==> config.mk <==
export PLATFORM = sky130hd
export DESIGN_NAME = vbfe_face_out
export DESIGN_NICKNAME = d
export VERILOG_FILES = /design/src/hw/rtl/vbfe_pkg.sv /design/src/hw/rtl/vbfe_face_out.sv
export SDC_FILE = /design/constraint.sdc
export NUM_CORES = 1
export LEC_CHECK = 0
export ABC_AREA = 1
export BUFFER_PORTS_ARGS = -buffer_cell sky130_fd_sc_hd__buf_2
export CAP_MARGIN = 40
export CELL_PAD_IN_SITES_DETAIL_PLACEMENT = 1
export CELL_PAD_IN_SITES_GLOBAL_PLACEMENT = 2
export CORE_UTILIZATION = 35
export CTS_BUF_LIST = sky130_fd_sc_hd__clkbuf_4 sky130_fd_sc_hd__clkbuf_8
export CTS_CLUSTER_DIAMETER = 150
export DETAILED_ROUTE_END_ITERATION = 10
export GPL_TIMING_DRIVEN = 0
export PLACE_DENSITY_LB_ADDON = 0.3
export RECOVER_POWER = 50
export SYNTH_ARGS = -nofsm -noshare
export SYNTH_HDL_FRONTEND = slang
export SYNTH_SLANG_ARGS = --single-unit
==> constraint.sdc <==
create_clock -name i_clk -period 2.4 [get_ports i_clk]
set_input_delay 0.48 -clock i_clk [delete_from_list [all_inputs] [get_ports i_clk]]
set_output_delay 0.48 -clock i_clk [all_outputs]
set_load 0.02 [all_outputs]
==> src/hw/rtl/vbfe_pkg.sv <==
// ============================================================================
// vbfe_pkg
// Shared types and codes of the voxel boundary face extractor.
// ============================================================================
`default_nettype none

package vbfe_pkg;

    // Face direction codes, in emission order
    localparam logic [2:0] DIR_UP    = 3'd0;  // +y
    localparam logic [2:0] DIR_DOWN  = 3'd1;  // -y
    localparam logic [2:0] DIR_NORTH = 3'd2;  // -z
    localparam logic [2:0] DIR_SOUTH = 3'd3;  // +z
    localparam logic [2:0] DIR_EAST  = 3'd4;  // +x
    localparam logic [2:0] DIR_WEST  = 3'd5;  // -x
    localparam int         NUM_DIRS  = 6;

    // Register indexes (byte address / 4)
    localparam logic [1:0] REG_SIZE_X = 2'd0;
    localparam logic [1:0] REG_SIZE_Y = 2'd1;
    localparam logic [1:0] REG_SIZE_Z = 2'd2;

    localparam logic [7:0] SIZE_RESET = 8'd128;

    // Raw size registers plus a strobe for any valid register write
    typedef struct packed {
        logic [7:0] size_x;
        logic [7:0] size_y;
        logic [7:0] size_z;
        logic       wr;
    } t_cfg;

    // One resolved solid voxel: face mask (bit = direction code) and position
    typedef struct packed {
        logic [NUM_DIRS-1:0] mask;
        logic [6:0]          x;
        logic [6:0]          y;
        logic [6:0]          z;
    } t_face_job;

endpackage

`default_nettype wire

==> src/hw/rtl/vbfe_face_out.sv <==
// ============================================================================
// vbfe_face_out
// Face emitter: walks a face mask in direction order, one face per cycle
// while the output is not stalled, into a registered output stage.
// ============================================================================
`default_nettype none

module vbfe_face_out (
    input  wire logic                i_clk,
    input  wire logic                i_rst_n,
    input  wire logic                i_job_valid,
    input  wire vbfe_pkg::t_face_job i_job,
    output logic                     o_job_ready,
    output logic                     o_valid,
    input  wire logic                i_ready,
    output logic [2:0]               o_face_dir,
    output logic [6:0]               o_coord_x,
    output logic [6:0]               o_coord_y,
    output logic [6:0]               o_coord_z,
    output logic                     o_last_face
);

    import vbfe_pkg::*;

    logic [NUM_DIRS-1:0] r_pend, rest;
    logic [6:0]          r_jx, r_jy, r_jz;
    logic [2:0]          sel;
    logic                load_out, job_take;

    always_comb begin
        sel = DIR_UP;
        for (int d = NUM_DIRS - 1; d >= 0; d--) begin
            if (r_pend[d]) begin
                sel = 3'(d);
            end
        end
        rest      = r_pend;
        rest[sel] = 1'b0;
    end

    assign o_job_ready = (r_pend == '0);
    assign job_take    = i_job_valid && o_job_ready;
    assign load_out    = !o_valid || i_ready;

    always_ff @(posedge i_clk) begin
        if (!i_rst_n) begin
            r_pend  <= '0;
            o_valid <= 1'b0;
        end else begin
            if (job_take) begin
                r_pend <= i_job.mask;
            end else if (load_out) begin
                r_pend <= rest;
            end
            if (load_out) begin
                o_valid <= |r_pend;
            end
        end
    end

    always_ff @(posedge i_clk) begin
        if (job_take) begin
            r_jx <= i_job.x;
            r_jy <= i_job.y;
            r_jz <= i_job.z;
        end
        if (load_out && (|r_pend)) begin
            o_face_dir  <= sel;
            o_coord_x   <= r_jx;
            o_coord_y   <= r_jy;
            o_coord_z   <= r_jz;
            o_last_face <= (rest == '0);
        end
    end

endmodule

`default_nettype wire

==> results of run 1 <==
[layer usage]
metal	share of wire [%]	global-route usage, %	wire, um
met3	5.2	3.75	182
met1	42	14.7	1480
met5	0	0	0
met2	52	22.2	1810
met4	1.3	4.32	44
[sequential cells by signal, indices dropped and copies added, names as in the netlist]
name,cells
o_coord_z,7
o_coord_x,7
o_last_face,1
o_coord_y,7
o_face_dir,3
r_pend,6
r_jx,7
o_valid,1
r_jz,7
r_jy,7
[power by group through the flow]
stage	Sequential [mW]	Combinational (mW)	Clock, mW
finish	1.27	0.491	0.511
global route	1.29	0.541	0.566
CTS	1.28	0.527	0.534
detailed placement	1.30	0.526	0
global placement	1.29	0.491	0
floorplan	1.43	0.182	0
[synthesized netlist by cell type (2+ instances only)]
| cell | n |
|---|---|
| nand2_1 | 15 |
| a21oi_1 | 7 |
| nand4_1 | 2 |
| nor2_1 | 2 |
| nor2_2 | 2 |
| a31oi_1 | 2 |
| inv_1 | 11 |
| edfxtp_1 | 46 |
| dfxtp_1 | 7 |
| nor2_4 | 3 |
| nand3_1 | 11 |
[cells by family after synthesis]
| kind of cell | share of synthesized area (%) |
|---|---|
| buffers and inverters | 2.40 |
| and+or+nand+nor | 13.3 |
| DFF | 81.1 |
| AOI/OAI and AO/OA | 3.20 |
[worst max-delay path by stage]
stage | endpoint | startpoint | slack [ps]
after floorplan | o_coord_x[0] | o_valid | 790
after global routing | o_job_ready | r_pend[2] | 290
after detailed placement | o_coord_x[4] | i_ready | 410
after CTS | o_job_ready | r_pend[0] | 560
final | o_job_ready | r_pend[2] | 450
after global placement | o_coord_z[4] | i_ready | 380
[cells in the final DEF (no fill, tap or decap)]
cell type   synthesis  routed
clkinvlp_4          0       1
buf_2               0      40
clkbuf_4            0       1
a21oi_1             7       7
inv_2               1       1
nor2_4              3       3
nand2_1            15      16
nand2_4             1       1
o21ai_0             1       1
o21a_1              1       1
buf_8               0       1
nand4_2             1       1
dfxtp_1             7       7
edfxtp_1           46      46
nand4_1             2       2
clkbuf_1            0      17
clkbuf_8            0       6
a31oi_1             2       2
nor3_1              1       1
nand3_1            11      11
nor2_2              2       2
nor2_1              2       3
nand3_2             1       1
nor3b_1             1       1
inv_1              11      11
[cell type report]
type,count,area (um2)
tap,70,87.6
clock inverter,1,7.51
clock buffer,7,90.1
timing repair buffer,58,279
inverter,12,45.0
multi-input combinational,53,292
sequential,53,1520
fill,589,2820
[through the flow]
stage | instance area [um2] | hold WS, ps | setup slack, ps
floorplan | 1880 | 400 | 787
global placement | 2250 | 401 | 383
detailed placement | 2260 | 406 | 408
CTS | 2360 | 345 | 558
global route | 2320 | 336 | 294
finish | 2320 | 350 | 447
==> reports/qor.csv, run 1 <==
metric;value;unit
Slew @ Worst Pin;684;ps
initial antenna violation count;0;
Synth top area share;73.6;%
WP buf/inv;1;
Seq cells post-synth;53;
worst setup path category;reg -> out;
Pint;1.60;mW
R2R setup slack;630;ps
synth unique cells;21;
Die Wd;75.2;um
CP cell instances;nor2_1 > nand2_1 > nor2_4 > buf_2;
RD Place Congestion;0.725;
CP Launch Type;register;
post-route insts no fill;254;
CTS resizes;0;
Power Total;2.27;mW
Critical Path End Type;output port;
cell family with most CP delay;simple AND/OR/NAND/NOR gates;
Hold Path Class;in -> reg;
Hold Buf Count CTS;0;
area growth from synthesis to layout;23.7;%
final worst path period need;1950;ps
Synth area leader;edfxtp_1;
Post-synth EDFFs;46;
Die Area;5660;um2
CTS sink count;53;
ys flop type;edfxtp_1;
core footprint;5140;um2
Seq pwr share;56.0;%
max_cap viols;0;
Iteration-0 DRC Markers;55;
clk root buf;clkbuf_8;
per-cell routed wire length;13.8;um
hpwl dp;2610;um
syn avg cell area;15.9;um2
CP required;1920;ps
Num CTS Buffers;5;
Critical Path AT;1470;ps
Net Switching;678;uW
Placed Cells incl. Taps;246;
IO buf count;57;
final critical-path share of the clock period;81.4;%
fraction of layout cells with a size suffix above 1;31.5;%
R2R Path Start;r_pend[2];
# diodes;0;
mean number of vias per cell;4.49;
fmax;0.512;GHz
Hold Path Origin;i_job[5];
max incr delay on CP;350;ps
Final Max Slew Viols;0;
via count;1140;
setup violators final;0;
combinational fraction of design power;21.6;%
Worst Hold Path Cells;1;
Initial Util;36.5;%
die height;75.2;um
I/O Pins;58;
R2R cell count;5;
Slowest-stage cell, CP;dfxtp_1;
Slew HR;54.3;%
yosys warns;0;
drc violations;0;
synthesized instance count;118;
Worst Path Max Fanout;4;
power per cell area;980;nW/um2
Final ANT Viol Nets;0;
Nets;214;
largest net degree at the start of global routing;26;
first-pass GRT wire length;5120;um
GRT Util Overall;12.6;%
leakage power;0.888;nW
DR pass1 iterations;4;
number of global-route vias before repair;1118;
latest clock arrival within the worst-skew pair;300;ps
Clk pin slew, worst setup/hold paths;90;ps
Post-Syn Area;1880;um2
async set-reset flop share out of synthesis;0;%
Final Hold Vio Count;0;
Sw Share;29.8;%
Clock Power Share;22.5;%
Core Rows;26;
final WL;3520;um
Longest Clk Path Bufs;2;
RSZ-0062 raised after global routing;false;
gr ovfl total;0;
Fin Setup TNS;0;ps
final clock skew;8.98;ps
Peak supply drop;0.286;mV
Crit Reg-Reg Endpoint;r_pend[3];
Hold Path Sink;r_jz[5];
Synthesized Nets;149;
post-CTS setup buffer count;0;
H-tree Lvls;2;
Seq/Total Area, Yosys;81.1;%
top cells by area, synth;edfxtp_1 (74%), dfxtp_1 (7.5%), nand2_1 (3.0%);
WP depth;4;
status;complete, no violations;
final core utilization;45.2;%
CTS tree;yes;
(Power assumes the default switching activity.)
==> inputs of run 2 (changes only) <==
--- a/config.mk
+++ b/config.mk
@@ -5,12 +5,12 @@
 export SDC_FILE = /design/constraint.sdc
 export NUM_CORES = 1
 export LEC_CHECK = 0
-export ABC_AREA = 1
+export ABC_AREA = 0
 export BUFFER_PORTS_ARGS = -buffer_cell sky130_fd_sc_hd__buf_2
 export CAP_MARGIN = 40
 export CELL_PAD_IN_SITES_DETAIL_PLACEMENT = 1
 export CELL_PAD_IN_SITES_GLOBAL_PLACEMENT = 2
-export CORE_UTILIZATION = 35
+export CORE_UTILIZATION = 32
 export CTS_BUF_LIST = sky130_fd_sc_hd__clkbuf_4 sky130_fd_sc_hd__clkbuf_8
 export CTS_CLUSTER_DIAMETER = 150
 export DETAILED_ROUTE_END_ITERATION = 10
==> constraint.sdc (replaced) <==
create_clock -name i_clk -period 1.7 [get_ports i_clk]
set_input_delay 0.34 -clock i_clk [delete_from_list [all_inputs] [get_ports i_clk]]
set_output_delay 0.34 -clock i_clk [all_outputs]
set_load 0.02 [all_outputs]
==> run 2 against run 1 <==
The run now ends with negative setup slack left. Global-route usage is 0.36 points higher. Total power grew 56%. Critical path depth grew 1. Clock-buffer cell count down 2. Sequential power increased by 38%. Critical path type is now reg -> reg.
==> reports/qor.csv, run 2 <==
metric;value;unit;change
final worst path period need;1910;ps;
via count;1135;;-0.44%
I/O Pins;58;;unchanged
Nets;205;;-4.2%
latest clock arrival within the worst-skew pair;300;ps;about the same
per-cell routed wire length;15.1;um;+9.1%
area growth from synthesis to layout;36.6;%;
GRT Util Overall;13.0;%;+0.36 points
Seq/Total Area, Yosys;82.8;%;+1.7 points
CTS sink count;53;;unchanged
DR pass1 iterations;4;;unchanged
Final Cell Area;2510;um2;+8.1%
die height;77.8;um;+3.4%
leading cell types in the layout, fill and taps excluded;buf_2 (55), edfxtp_1 (46);;
fraction of layout cells with a size suffix above 1;49.7;%;+18 points
CP required;1730;ps;-190 ps
CP Launch Type;register;;
most common cell after layout, fill and taps aside;buf_2;;
final critical-path share of the clock period;112;%;
final clock skew;11.0;ps;+2.04 ps
synthesized instance count;102;;-14%
ys flop type;edfxtp_1;;
failing checks;negative setup slack;;
yosys warns;0;;unchanged
final worst slack;-210;ps;-656 ps
Post-synth top cells;edfxtp_1 (46), dfxtp_1 (7), nor2_1 (6), o21ai_0 (5);;
Die Wd;77.8;um;+3.4%
Longest Clk Path Bufs;2;;unchanged
top cells by area, synth;edfxtp_1 (75%), dfxtp_1 (7.6%), o21ai_0 (1.4%);;
leakage power;0.969;nW;+9.2%
Slew @ Worst Pin;596;ps;-88.2 ps
CTS tree;yes;;
Hold Buf Count CTS;0;;unchanged
syn avg cell area;18.0;um2;+13%
Layout fillers;573;;-2.7%
Final Hold Vio Count;0;;unchanged
power per cell area;1410;nW/um2;+44%
max_cap viols;0;;unchanged
final core utilization;45.6;%;+0.42 points
synth unique cells;27;;+29%
Die Area;6050;um2;+6.9%
Post-synth EDFFs;46;;unchanged
IO buf count;57;;unchanged
Critical Path AT;1940;ps;+470 ps
core footprint;5510;um2;+7.1%
fmax;0.524;GHz;
final WL;3730;um;+6.1%
Power Total;3.55;mW;+56%
Final Max Slew Viols;0;;unchanged
most common cell in the netlist;edfxtp_1;;
Post-Syn Area;1840;um2;-2.1%
# diodes;0;;unchanged
RSZ-0062 raised after global routing;true;;
hpwl dp;2500;um;-4.3%
Hold Path Class;in -> reg;;
Final ANT Viol Nets;0;;unchanged
Core Rows;27;;+3.8%
Peak supply drop;0.441;mV;+54%
Iteration-0 DRC Markers;36;;-35%
largest net degree at the start of global routing;18;;-31%
status;finished with violations;;
Critical Path End Type;register;;
Synth top area share;75.2;%;+1.6 points
Clk pin slew, worst setup/hold paths;100;ps;about the same
gr ovfl total;0;;unchanged
setup violators final;35;;+35
clk root buf;clkbuf_8;;
async set-reset flop share out of synthesis;0;%;unchanged
worst setup path category;reg -> reg;;
first-pass GRT wire length;5790;um;+13%
Seq cells post-synth;53;;unchanged
Num CTS Buffers;5;;unchanged
mean number of vias per cell;4.60;;+2.4%
Initial Util;33.4;%;-3.1 points
H-tree Lvls;2;;unchanged
Worst Path Max Fanout;6;;+2
initial antenna violation count;0;;unchanged
Synth area leader;edfxtp_1;;
placed inst area;2270;um2;+0.17%
Synthesized Nets;133;;-11%
number of global-route vias before repair;1141;;+2.1%
Slew HR;60.3;%;+6.0 points
drc violations;0;;unchanged
RD Place Congestion;0.749;;+3.3%
[run 2: cells by family after synthesis]
kind of cell | synth area share [%]
buf+inv | 2.93
flops | 82.8
fa+ha+maj | 0.545
compound gates | 5.99
simple gates | 7.76
[run 2: worst max-delay path: stages (launching register included)]
cell and delay [ps]:
dfxtp_4 350, or4_4 560, buf_6 150, nor4b_4 220, buf_4 200, clkbuf_16 150
[run 2: worst paths after layout]
| check | cells after the start | start | to | slack, ps |
|---|---|---|---|---|
| setup / recovery | 5 | r_pend[2] | r_jy[5] | -210 |
| hold / removal | 1 | i_job[8] | r_jy[1] | 210 |
| hold reg to reg | 0 | r_jx[5] | o_coord_x[5] | 420 |
| setup reg to reg | 5 | r_pend[2] | r_jy[5] | -210 |
[run 2: layout make-up]
| cell class | count | area (um2) | share of cell area, % |
|---|---|---|---|
| clock buffers | 5 | 68.8 | 2.74 |
| repair buffers | 68 | 439 | 17.5 |
| well taps | 72 | 90.1 | 3.59 |
| clock inverters | 3 | 68.8 | 2.74 |
| plain buffers | 2 | 8.76 | 0.349 |
| multi-input cells | 42 | 297 | 11.8 |
| inverters | 2 | 7.51 | 0.299 |
| flip-flops and latches | 53 | 1530 | 61.0 |
[run 2: what timing repair did]
item                       in CTS  in global routing
pin swaps                       4                  2
setup endpoints to repair      47                 47
gates cloned                    1                  2
resized for setup              11                  3
setup buffers                   5                  4
[run 2: routing by layer]
layer | vias to the layer above | GRT usage, % | part of all wire [%]
li1 | 538 | - | -
met3 | 6 | 4.35 | 6.5
met4 | 0 | 6.04 | 1.7
met1 | 549 | 15.5 | 42
met5 | - | 0 | 0
met2 | 42 | 21.1 | 50
[run 2: power by group]
| part | internal (mW) | switching [mW] |
|---|---|---|
| registers | 1.68 | 0.0649 |
| logic | 0.328 | 0.469 |
| clock network | 0.592 | 0.409 |
| total | 2.60 | 0.943 |
[run 2: through the flow]
step                hold slack, ps  setup TNS, ps  cells  setup slack (ps)
floorplan                      400         -16800    102              -520
global placement               400         -30620    231              -800
detailed placement             406         -14230    233              -483
CTS                            196          -3450    242              -219
global route                   191          -6210    247              -243
finish                         209          -4690    247              -210
