`src/hw/rtl/vbfe_pkg.sv`:
```
// ============================================================================
// vbfe_pkg
// Shared types and codes of the voxel boundary face extractor.
// ============================================================================
`default_nettype none

package vbfe_pkg;

    // Face direction codes, in emission order
    localparam logic [2:0] DIR_UP    = 3'd0;  // +y
    localparam logic [2:0] DIR_DOWN  = 3'd1;  // -y
    localparam logic [2:0] DIR_NORTH = 3'd2;  // -z
    localparam logic [2:0] DIR_SOUTH = 3'd3;  // +z
    localparam logic [2:0] DIR_EAST  = 3'd4;  // +x
    localparam logic [2:0] DIR_WEST  = 3'd5;  // -x
    localparam int         NUM_DIRS  = 6;

    // Register indexes (byte address / 4)
    localparam logic [1:0] REG_SIZE_X = 2'd0;
    localparam logic [1:0] REG_SIZE_Y = 2'd1;
    localparam logic [1:0] REG_SIZE_Z = 2'd2;

    localparam logic [7:0] SIZE_RESET = 8'd128;

    // Raw size registers plus a strobe for any valid register write
    typedef struct packed {
        logic [7:0] size_x;
        logic [7:0] size_y;
        logic [7:0] size_z;
        logic       wr;
    } t_cfg;

    // One resolved solid voxel: face mask (bit = direction code) and position
    typedef struct packed {
        logic [NUM_DIRS-1:0] mask;
        logic [6:0]          x;
        logic [6:0]          y;
        logic [6:0]          z;
    } t_face_job;

endpackage

`default_nettype wire

```
`src/hw/rtl/vbfe_ctrl.sv`:
```
// ============================================================================
// vbfe_ctrl
// Write/resolve sequencer: tracks positions, writes occupancy bits and reads
// the center and five neighbors of the voxel being resolved, two at a time.
// ============================================================================
`default_nettype none

module vbfe_ctrl #(
    parameter  int MAX_X = 128,
    parameter  int MAX_Y = 128,
    parameter  int MAX_Z = 128,
    localparam int DEPTH = 2 * MAX_X * MAX_Y + 1,
    localparam int AW    = $clog2(DEPTH)
) (
    input  wire logic               i_clk,
    input  wire logic               i_rst_n,
    input  wire vbfe_pkg::t_cfg     i_cfg,
    // input item channel
    input  wire logic               i_valid,
    output logic                    o_ready,
    input  wire logic               i_kind,
    input  wire logic [7:0]         i_voxel,
    // occupancy memory
    output logic                    o_mem_we,
    output logic [AW-1:0]           o_mem_waddr,
    output logic                    o_mem_wdata,
    output logic [AW-1:0]           o_mem_raddr_a,
    output logic [AW-1:0]           o_mem_raddr_b,
    input  wire logic               i_mem_rdata_a,
    input  wire logic               i_mem_rdata_b,
    // face job to emitter
    output logic                    o_job_valid,
    output vbfe_pkg::t_face_job     o_job,
    input  wire logic               i_job_ready
);

    import vbfe_pkg::*;

    localparam int XSW = $clog2(MAX_X + 1);
    localparam int YSW = $clog2(MAX_Y + 1);
    localparam int ZSW = $clog2(MAX_Z + 1);
    localparam int XCW = $clog2(MAX_X);
    localparam int YCW = $clog2(MAX_Y);
    localparam int ZCW = $clog2(MAX_Z);
    localparam int PW  = $clog2(MAX_X * MAX_Y + 1);

    localparam logic [AW:0]   DEPTH_V = (AW + 1)'(DEPTH);
    localparam logic [AW-1:0] PTR_TOP = AW'(DEPTH - 1);

    localparam logic [2:0] S_IDLE = 3'd0;
    localparam logic [2:0] S_R0   = 3'd1;  // issue center, east
    localparam logic [2:0] S_R1   = 3'd2;  // issue west, up
    localparam logic [2:0] S_R2   = 3'd3;  // issue down, north
    localparam logic [2:0] S_R3   = 3'd4;  // evaluate, hand off

    function automatic logic [AW-1:0] inc_wrap(input logic [AW-1:0] a);
        return (a == PTR_TOP) ? '0 : a + 1'b1;
    endfunction

    function automatic logic [AW-1:0] dec_wrap(input logic [AW-1:0] a);
        return (a == '0) ? PTR_TOP : a - 1'b1;
    endfunction

    function automatic logic [AW-1:0] add_wrap(input logic [AW-1:0] a,
                                               input logic [AW-1:0] b);
        logic [AW:0] s;
        s = {1'b0, a} + {1'b0, b};
        if (s >= DEPTH_V) begin
            s = s - DEPTH_V;
        end
        return s[AW-1:0];
    endfunction

    function automatic logic [AW-1:0] sub_wrap(input logic [AW-1:0] a,
                                               input logic [AW-1:0] b);
        logic [AW:0] s;
        s = {1'b0, a} - {1'b0, b};
        if (a < b) begin
            s = s + DEPTH_V;
        end
        return s[AW-1:0];
    endfunction

    // clamped sizes and last coordinates
    logic [XSW-1:0]     sx;
    logic [YSW-1:0]     sy;
    logic [ZSW-1:0]     sz;
    logic [XCW-1:0]     lx;
    logic [YCW-1:0]     ly;
    logic [ZCW-1:0]     lz;
    logic [XSW+YSW-1:0] plane_prod;

    always_comb begin
        sx = (i_cfg.size_x == '0) ? XSW'(1) :
             (32'(i_cfg.size_x) > 32'(MAX_X)) ? XSW'(MAX_X) : XSW'(i_cfg.size_x);
        sy = (i_cfg.size_y == '0) ? YSW'(1) :
             (32'(i_cfg.size_y) > 32'(MAX_Y)) ? YSW'(MAX_Y) : YSW'(i_cfg.size_y);
        sz = (i_cfg.size_z == '0) ? ZSW'(1) :
             (32'(i_cfg.size_z) > 32'(MAX_Z)) ? ZSW'(MAX_Z) : ZSW'(i_cfg.size_z);
        lx = XCW'(sx - XSW'(1));
        ly = YCW'(sy - YSW'(1));
        lz = ZCW'(sz - ZSW'(1));
        plane_prod = sx * sy;
    end

    logic [2:0]    r_state, n_state;
    logic          r_settle;
    logic [PW-1:0] r_plane;
    logic [PW-1:0] r_gap;     // voxels written but not yet resolved
    logic          r_full;    // whole volume received
    logic [AW-1:0] r_wr_ptr;
    logic [XCW-1:0] r_wx;
    logic [YCW-1:0] r_wy;
    logic [ZCW-1:0] r_wz;
    logic [AW-1:0] r_rd_ptr;
    logic [XCW-1:0] r_rx;
    logic [YCW-1:0] r_ry;
    logic [ZCW-1:0] r_rz;

    // voxel under resolution
    logic [AW-1:0]  r_cur_ptr;
    logic [XCW-1:0] r_cur_x;
    logic [YCW-1:0] r_cur_y;
    logic [ZCW-1:0] r_cur_z;
    logic           r_south;  // occupancy one plane ahead (the newest voxel)
    logic           r_occ_c, r_occ_e, r_occ_w, r_occ_u;

    logic               accept, vox_wr, start_vox, start_flush, start;
    logic               wr_last, rd_last, job_ok;
    logic [NUM_DIRS-1:0] mask;

    assign wr_last = (r_wx == lx) && (r_wy == ly) && (r_wz == lz);
    assign rd_last = (r_rx == lx) && (r_ry == ly) && (r_rz == lz);

    always_comb begin
        mask = '0;
        if (r_occ_c) begin
            mask[DIR_UP]    = (r_cur_y == ly)  || !r_occ_u;
            mask[DIR_DOWN]  = (r_cur_y == '0)  || !i_mem_rdata_a;
            mask[DIR_NORTH] = (r_cur_z == '0)  || !i_mem_rdata_b;
            mask[DIR_SOUTH] = (r_cur_z == lz)  || !r_south;
            mask[DIR_EAST]  = (r_cur_x == lx)  || !r_occ_e;
            mask[DIR_WEST]  = (r_cur_x == '0)  || !r_occ_w;
        end
    end

    assign job_ok      = (mask == '0) || i_job_ready;
    assign o_ready     = !r_settle && ((r_state == S_IDLE) || ((r_state == S_R3) && job_ok));
    assign accept      = i_valid && o_ready;
    assign vox_wr      = accept && !i_kind && !r_full;
    assign start_vox   = vox_wr && (r_gap == r_plane);
    assign start_flush = accept && i_kind && r_full;
    assign start       = start_vox || start_flush;

    assign o_mem_we    = vox_wr;
    assign o_mem_waddr = r_wr_ptr;
    assign o_mem_wdata = |i_voxel;

    assign o_job_valid = (r_state == S_R3);
    assign o_job.mask  = mask;
    assign o_job.x     = 7'(r_cur_x);
    assign o_job.y     = 7'(r_cur_y);
    assign o_job.z     = 7'(r_cur_z);

    always_comb begin
        case (r_state)
            S_R1: begin
                o_mem_raddr_a = dec_wrap(r_cur_ptr);
                o_mem_raddr_b = add_wrap(r_cur_ptr, AW'(sx));
            end
            S_R2, S_R3: begin
                o_mem_raddr_a = sub_wrap(r_cur_ptr, AW'(sx));
                o_mem_raddr_b = sub_wrap(r_cur_ptr, AW'(r_plane));
            end
            default: begin
                o_mem_raddr_a = r_cur_ptr;
                o_mem_raddr_b = inc_wrap(r_cur_ptr);
            end
        endcase
    end

    always_comb begin
        case (r_state)
            S_IDLE:  n_state = start ? S_R0 : S_IDLE;
            S_R0:    n_state = S_R1;
            S_R1:    n_state = S_R2;
            S_R2:    n_state = S_R3;
            S_R3:    n_state = job_ok ? (start ? S_R0 : S_IDLE) : S_R3;
            default: n_state = S_IDLE;
        endcase
    end

    // control state
    always_ff @(posedge i_clk) begin
        if (!i_rst_n) begin
            r_state  <= S_IDLE;
            r_settle <= 1'b0;
            r_gap    <= '0;
            r_full   <= 1'b0;
            r_wr_ptr <= '0;
            r_wx     <= '0;
            r_wy     <= '0;
            r_wz     <= '0;
            r_rd_ptr <= '0;
            r_rx     <= '0;
            r_ry     <= '0;
            r_rz     <= '0;
        end else begin
            r_state  <= n_state;
            r_settle <= i_cfg.wr;
            if (i_cfg.wr) begin
                r_gap    <= '0;
                r_full   <= 1'b0;
                r_wr_ptr <= '0;
                r_wx     <= '0;
                r_wy     <= '0;
                r_wz     <= '0;
                r_rd_ptr <= '0;
                r_rx     <= '0;
                r_ry     <= '0;
                r_rz     <= '0;
            end else begin
                if (vox_wr) begin
                    r_wr_ptr <= inc_wrap(r_wr_ptr);
                    if (r_wx == lx) begin
                        r_wx <= '0;
                        if (r_wy == ly) begin
                            r_wy <= '0;
                            r_wz <= (r_wz == lz) ? '0 : r_wz + 1'b1;
                        end else begin
                            r_wy <= r_wy + 1'b1;
                        end
                    end else begin
                        r_wx <= r_wx + 1'b1;
                    end
                    if (wr_last) begin
                        r_full <= 1'b1;
                    end
                    if (!start_vox) begin
                        r_gap <= r_gap + 1'b1;
                    end
                end
                if (start) begin
                    r_rd_ptr <= inc_wrap(r_rd_ptr);
                    if (r_rx == lx) begin
                        r_rx <= '0;
                        if (r_ry == ly) begin
                            r_ry <= '0;
                            r_rz <= (r_rz == lz) ? '0 : r_rz + 1'b1;
                        end else begin
                            r_ry <= r_ry + 1'b1;
                        end
                    end else begin
                        r_rx <= r_rx + 1'b1;
                    end
                end
                if (start_flush) begin
                    if (rd_last) begin
                        // end of volume: ready for the next one
                        r_gap    <= '0;
                        r_full   <= 1'b0;
                        r_wr_ptr <= '0;
                        r_rd_ptr <= '0;
                    end else begin
                        r_gap <= r_gap - 1'b1;
                    end
                end
            end
        end
    end

    // derived size and working registers
    always_ff @(posedge i_clk) begin
        r_plane <= PW'(plane_prod);
        if (start) begin
            r_cur_ptr <= r_rd_ptr;
            r_cur_x   <= r_rx;
            r_cur_y   <= r_ry;
            r_cur_z   <= r_rz;
            r_south   <= start_vox && (|i_voxel);
        end
        if (r_state == S_R1) begin
            r_occ_c <= i_mem_rdata_a;
            r_occ_e <= i_mem_rdata_b;
        end
        if (r_state == S_R2) begin
            r_occ_w <= i_mem_rdata_a;
            r_occ_u <= i_mem_rdata_b;
        end
    end

endmodule

`default_nettype wire

```
`config.mk`:
```
export PLATFORM = sky130hd
export DESIGN_NAME = vbfe_ctrl
export DESIGN_NICKNAME = d
export VERILOG_FILES = /design/src/hw/rtl/vbfe_pkg.sv /design/src/hw/rtl/vbfe_ctrl.sv
export SDC_FILE = /design/constraint.sdc
export NUM_CORES = 1
export LEC_CHECK = 0
export BUFFER_PORTS_ARGS = -buffer_cell sky130_fd_sc_hd__buf_2
export CAP_MARGIN = 10
export CELL_PAD_IN_SITES_DETAIL_PLACEMENT = 1
export CELL_PAD_IN_SITES_GLOBAL_PLACEMENT = 2
export CORE_UTILIZATION = 34
export CTS_CLUSTER_DIAMETER = 30
export CTS_CLUSTER_SIZE = 14
export DETAILED_ROUTE_END_ITERATION = 8
export PLACE_DENSITY = 0.83
export SYNTH_ARGS = -nofsm -noshare
export SYNTH_HDL_FRONTEND = slang
export SYNTH_SLANG_ARGS = --single-unit
export TNS_END_PERCENT = 50
```
`constraint.sdc`:
```
create_clock -name i_clk -period 4.7 [get_ports i_clk]
set_clock_uncertainty 0.15 [all_clocks]
set_input_delay 0 -clock i_clk [delete_from_list [all_inputs] [get_ports i_clk]]
set_output_delay 0 -clock i_clk [all_outputs]
set_load 0.01 [all_outputs]
```
==> out/qor.json <==
{
  "layout": {
    "synthToLayoutAreaGrowth_pct": 17.59,
    "final.fill_count": 5051,
    "num-nets-final": 2086,
    "stdcell_area_mm2": 0.01664,
    "fin_cells": 2468,
    "ff_latch_area_mm2": 0.003443,
    "area_used_by_multi_input_combinational_logic_mm2": 0.009921,
    "drive_gt1_share_pct": 15.45
  },
  "yosys": {
    "yosysTopAreaCellShare_pct": 15.42,
    "async_flop_share_pct": 0,
    "edff_count_synth": 42,
    "yosysMostFrequentCell": "sky130_fd_sc_hd__nor2_1",
    "avgSynthCellArea_um2": 8.059,
    "synth-xor-area-share_pct": 14.68,
    "synthAdderAreaFrac_pct": 12.98,
    "yosysUniqueCellTypes": 86,
    "ys.flop_type": "sky130_fd_sc_hd__dfxtp_1",
    "ys_top_cells_by_area": "sky130_fd_sc_hd__dfxtp_1 15%, sky130_fd_sc_hd__edfxtp_1 8.9%, sky130_fd_sc_hd__xnor2_1 7.8%",
    "yosys-mux-area-fraction_pct": 1.088,
    "synth_compound_area_share_pct": 16.21,
    "netlist_area_mm2": 0.01415,
    "synth.yosys.seq_area_share_pct": 24.33,
    "synth.top_cells.by_count": "172 x sky130_fd_sc_hd__nor2_1, 164 x sky130_fd_sc_hd__nand2_1, 126 x sky130_fd_sc_hd__inv_1, 126 x sky130_fd_sc_hd__xnor2_1, 109 x sky130_fd_sc_hd__dfxtp_1",
    "synthDominantAreaCellType": "sky130_fd_sc_hd__dfxtp_1",
    "syn-num-nets": 1920,
    "ys_warn_count": 0,
    "synth-seq-cells": 151,
    "postSynthCellCount": 1756,
    "synth-simple-area-share_pct": 24.70,
    "dominant_combinational_cell_family_by_area_after_synthesis": "simple AND/OR/NAND/NOR gates"
  },
  "critical_path": {
    "worst_setup_path_start_kind": "flop",
    "worst_setup_path_end_kind": "primary output",
    "critPathArrivalTime_ns": 4.36,
    "buf_inv_stages_crit_path": 4,
    "cp_max_fo": 7,
    "cp_cell_sequence": "inv_2 > ha_1 > inv_1 > fa_1 > a21o_1 > a21oi_1 > o21a_1 > o21ai_1 > or3_4 > nor3_1 > buf_4 > and4_2 > nand2_1 > xor2_1 > o21ai_0 > buf_2",
    "reg2reg_setup_slack_ns": 0.99,
    "timing.critical_path.slowest_cell_delay_ns": 0.52,
    "path_class": "flop to primary output",
    "worst-endpoint-required_ns": 4.55,
    "crit_path_top_delay_cell": "sky130_fd_sc_hd__edfxtp_1",
    "critical_path_s_top_delay_family": "simple AND/OR/NAND/NOR gates"
  },
  "global_routing": {
    "grt_pass1_vias": 14050,
    "grt_pass1_wl_um": 77560,
    "globalRouteOverflowTotal": 0,
    "globalRouteTotalUtil_pct": 23.25,
    "gr-usage-met3_pct": 2.397,
    "top_usage_layer": "met2",
    "global_route_met2_utilization_pct": 40.60,
    "pin_count_of_the_biggest_net_entering_global_routing": 60,
    "met1_track_demand_over_resource_in_global_routing_pct": 30.02,
    "number_of_antenna_violations_at_the_first_check_in_global_routing": 0
  },
  "detailed_routing": {
    "drt_iter0_drc": 703,
    "route.final.wire_length_um": 49080,
    "routed-via-count": 13580,
    "detailedRoute.firstPassIterationCount": 4,
    "post_drt_wl_per_cell_um": 19.88,
    "final_antenna_net_count": 0,
    "route.detailed.drc": 0,
    "post_drt_via_cell_ratio": 5.502
  },
  "sta": {
    "timing.final.crit_share_pct": 96.00,
    "setup-violations-final": 0,
    "fin_ws_ns": 0.1882,
    "fin_worst_hold_slack_ns": -0.001964,
    "worst_slew_margin_pct": 32.61,
    "tns_ns": 0,
    "final_worst_path_period_need_ns": 4.512,
    "slew_viol_final": 0,
    "worst_pin_slew_ns": 1.009,
    "finalHoldViolCount": 1,
    "achievable-frequency_ghz": 0.2216
  },
  "floorplanning": {
    "pin_count": 119,
    "die_area_mm2": 0.04244,
    "floorplan.core_area_mm2": 0.04092,
    "dieHeight_um": 206.0,
    "starting_density_of_the_core_pct": 34.58,
    "number_of_rows_in_the_core_area": 74,
    "die_w_um": 206.0
  },
  "power": {
    "p_sw_w": 0.001235,
    "p_clk_share_pct": 38.7,
    "power_density_mw_per_mm2": 223.7,
    "total_leakage_power_nw": 7.054,
    "vdd_ir_drop_max_mv": 0.1846,
    "comb_power_share_pct": 23.7,
    "power_frac_seq_pct": 37.6,
    "switching_share_pct": 33.19,
    "p_int_w": 0.002487
  },
  "run_status": {
    "violated_checks": "negative hold slack",
    "run_status": "complete, but fails checks"
  },
  "placement": {
    "dp_cells": 2420,
    "place.detailed.hpwl_um": 38850,
    "dp_worst_setup_slack_ns": -0.1902,
    "gp_congestion": 0.8677,
    "dpl_cell_area_mm2": 0.01585,
    "number_of_i_o_port_buffers": 118
  },
  "clock_tree": {
    "cts_tree": "yes",
    "cts_made_buffers": 17,
    "ctsHtreeMaxLevel": 4,
    "clkSlewWorstSetupHoldPaths_ns": 0.07,
    "cts_root_buf": "sky130_fd_sc_hd__clkbuf_16",
    "insertion_delay_ns": 0.44,
    "clockBufferDepth": 2,
    "clock_sinks": 151
  },
  "run": {
    "maxCapViolations": 0
  },
  "min_path": {
    "hold_path.class": "input pin to flop"
  }
}
==> placed cells by master, fill, tap and decap left out, drive strengths merged, types with 12 or more instances in the layout <==
cell type,Yosys,final
nand4,56,56
nor2b,27,27
edfxtp,42,42
o221ai,14,14
nor4,27,27
fa,38,38
a211oi,17,17
mux2i,12,12
a21o,20,20
nor3,42,42
dfxtp,109,109
and3,28,28
nand3,46,46
a21oi,66,66
o21a,13,13
clkbuf,73,18
nand2,165,165
buf,14,225
xor2,106,106
or4,13,13
a22oi,16,16
ha,86,86
nand2b,18,18
xnor2,126,126
or3,27,27
nor2,172,172
o21ai,69,69
and2,17,17
inv,126,134
==> cell type report <==
class	count	share of cell area, %
inverters	130	2.940
multi-input cells	1388	59.62
repair buffers	234	9.068
clock buffers	18	2.579
well taps	532	4.000
diodes	1	0.01504
clock inverters	14	1.083
flip-flops and latches	151	20.69
==> per-layer routing <==
metal  vias up  routed length [um]
li1       6527                   -
met1      6743               22680
met2       255               23820
met3        53                1407
met4         0                1172
met5         -                   0
==> power by group through the flow <==
stage          clock (W)  sequential (W)  combinational, W
6_report         0.00144         0.00140          0.000883
3_5_place_dp           0         0.00143          0.000856
2_1_floorplan          0         0.00140          0.000594
5_1_grt          0.00152         0.00140          0.000972
3_3_place_gp           0         0.00143          0.000827
4_1_cts          0.00147         0.00140          0.000872
==> cells by family (layout without fill, tap and decap cells) <==
| logic type | after synthesis | count (layout) |
|---|---|---|
| simple gates | 687 | 687 |
| fa+ha+maj | 124 | 124 |
| other cells | 0 | 1 |
| compound gates | 328 | 328 |
| buf+inv | 217 | 396 |
| xor+xnor | 234 | 234 |
| flops | 151 | 151 |
| mux | 15 | 15 |
==> worst register-to-register path: cells and delay by family, from the launching register on <==
family | cells | cell delay (ns)
flops | 1 | 0.59
simple gates | 4 | 1.50
compound gates | 6 | 1.36
==> state kept, by name, summed over array words and instances (netlist names), 3 cells and up <==
register / flops
r_state: 3
r_wx: 7
r_wy: 7
r_wz: 7
r_ry: 7
r_cur_x: 7
r_rx: 7
r_rd_ptr: 16
r_cur_ptr: 16
r_gap: 15
r_cur_y: 7
o_mem_waddr: 16
r_cur_z: 7
r_plane: 15
r_rz: 7
==> final timing paths <==
path,cells after the start,endpoint,from
min,4,r_south,i_voxel[5]
max,16,o_mem_raddr_a[5],r_cur_ptr[0]
min reg2reg,1,r_state[1],r_state[2]
max reg2reg,10,r_gap[14],r_cur_x[4]
==> metrics by stage <==
step | power, W | util [%]
after floorplan | 0.001999 | -
after global placement | 0.002254 | 38.73
after detailed placement | 0.002284 | 38.73
after CTS | 0.003743 | 40.51
after global routing | 0.003889 | 40.65
final | 0.003722 | 40.66
==> what timing repair did <==
| item | in CTS | in global routing |
|---|---|---|
| gates cloned | 0 | 0 |
| endpoints found under the setup margin | 17 | 25 |
| hold endpoints to repair | 11 | 0 |
| pin swaps | 1 | 0 |
| hold buffers | 9 | 0 |
| setup buffers | 3 | 3 |
| gates resized for setup | 2 | 11 |
(Power assumes the default switching activity.)
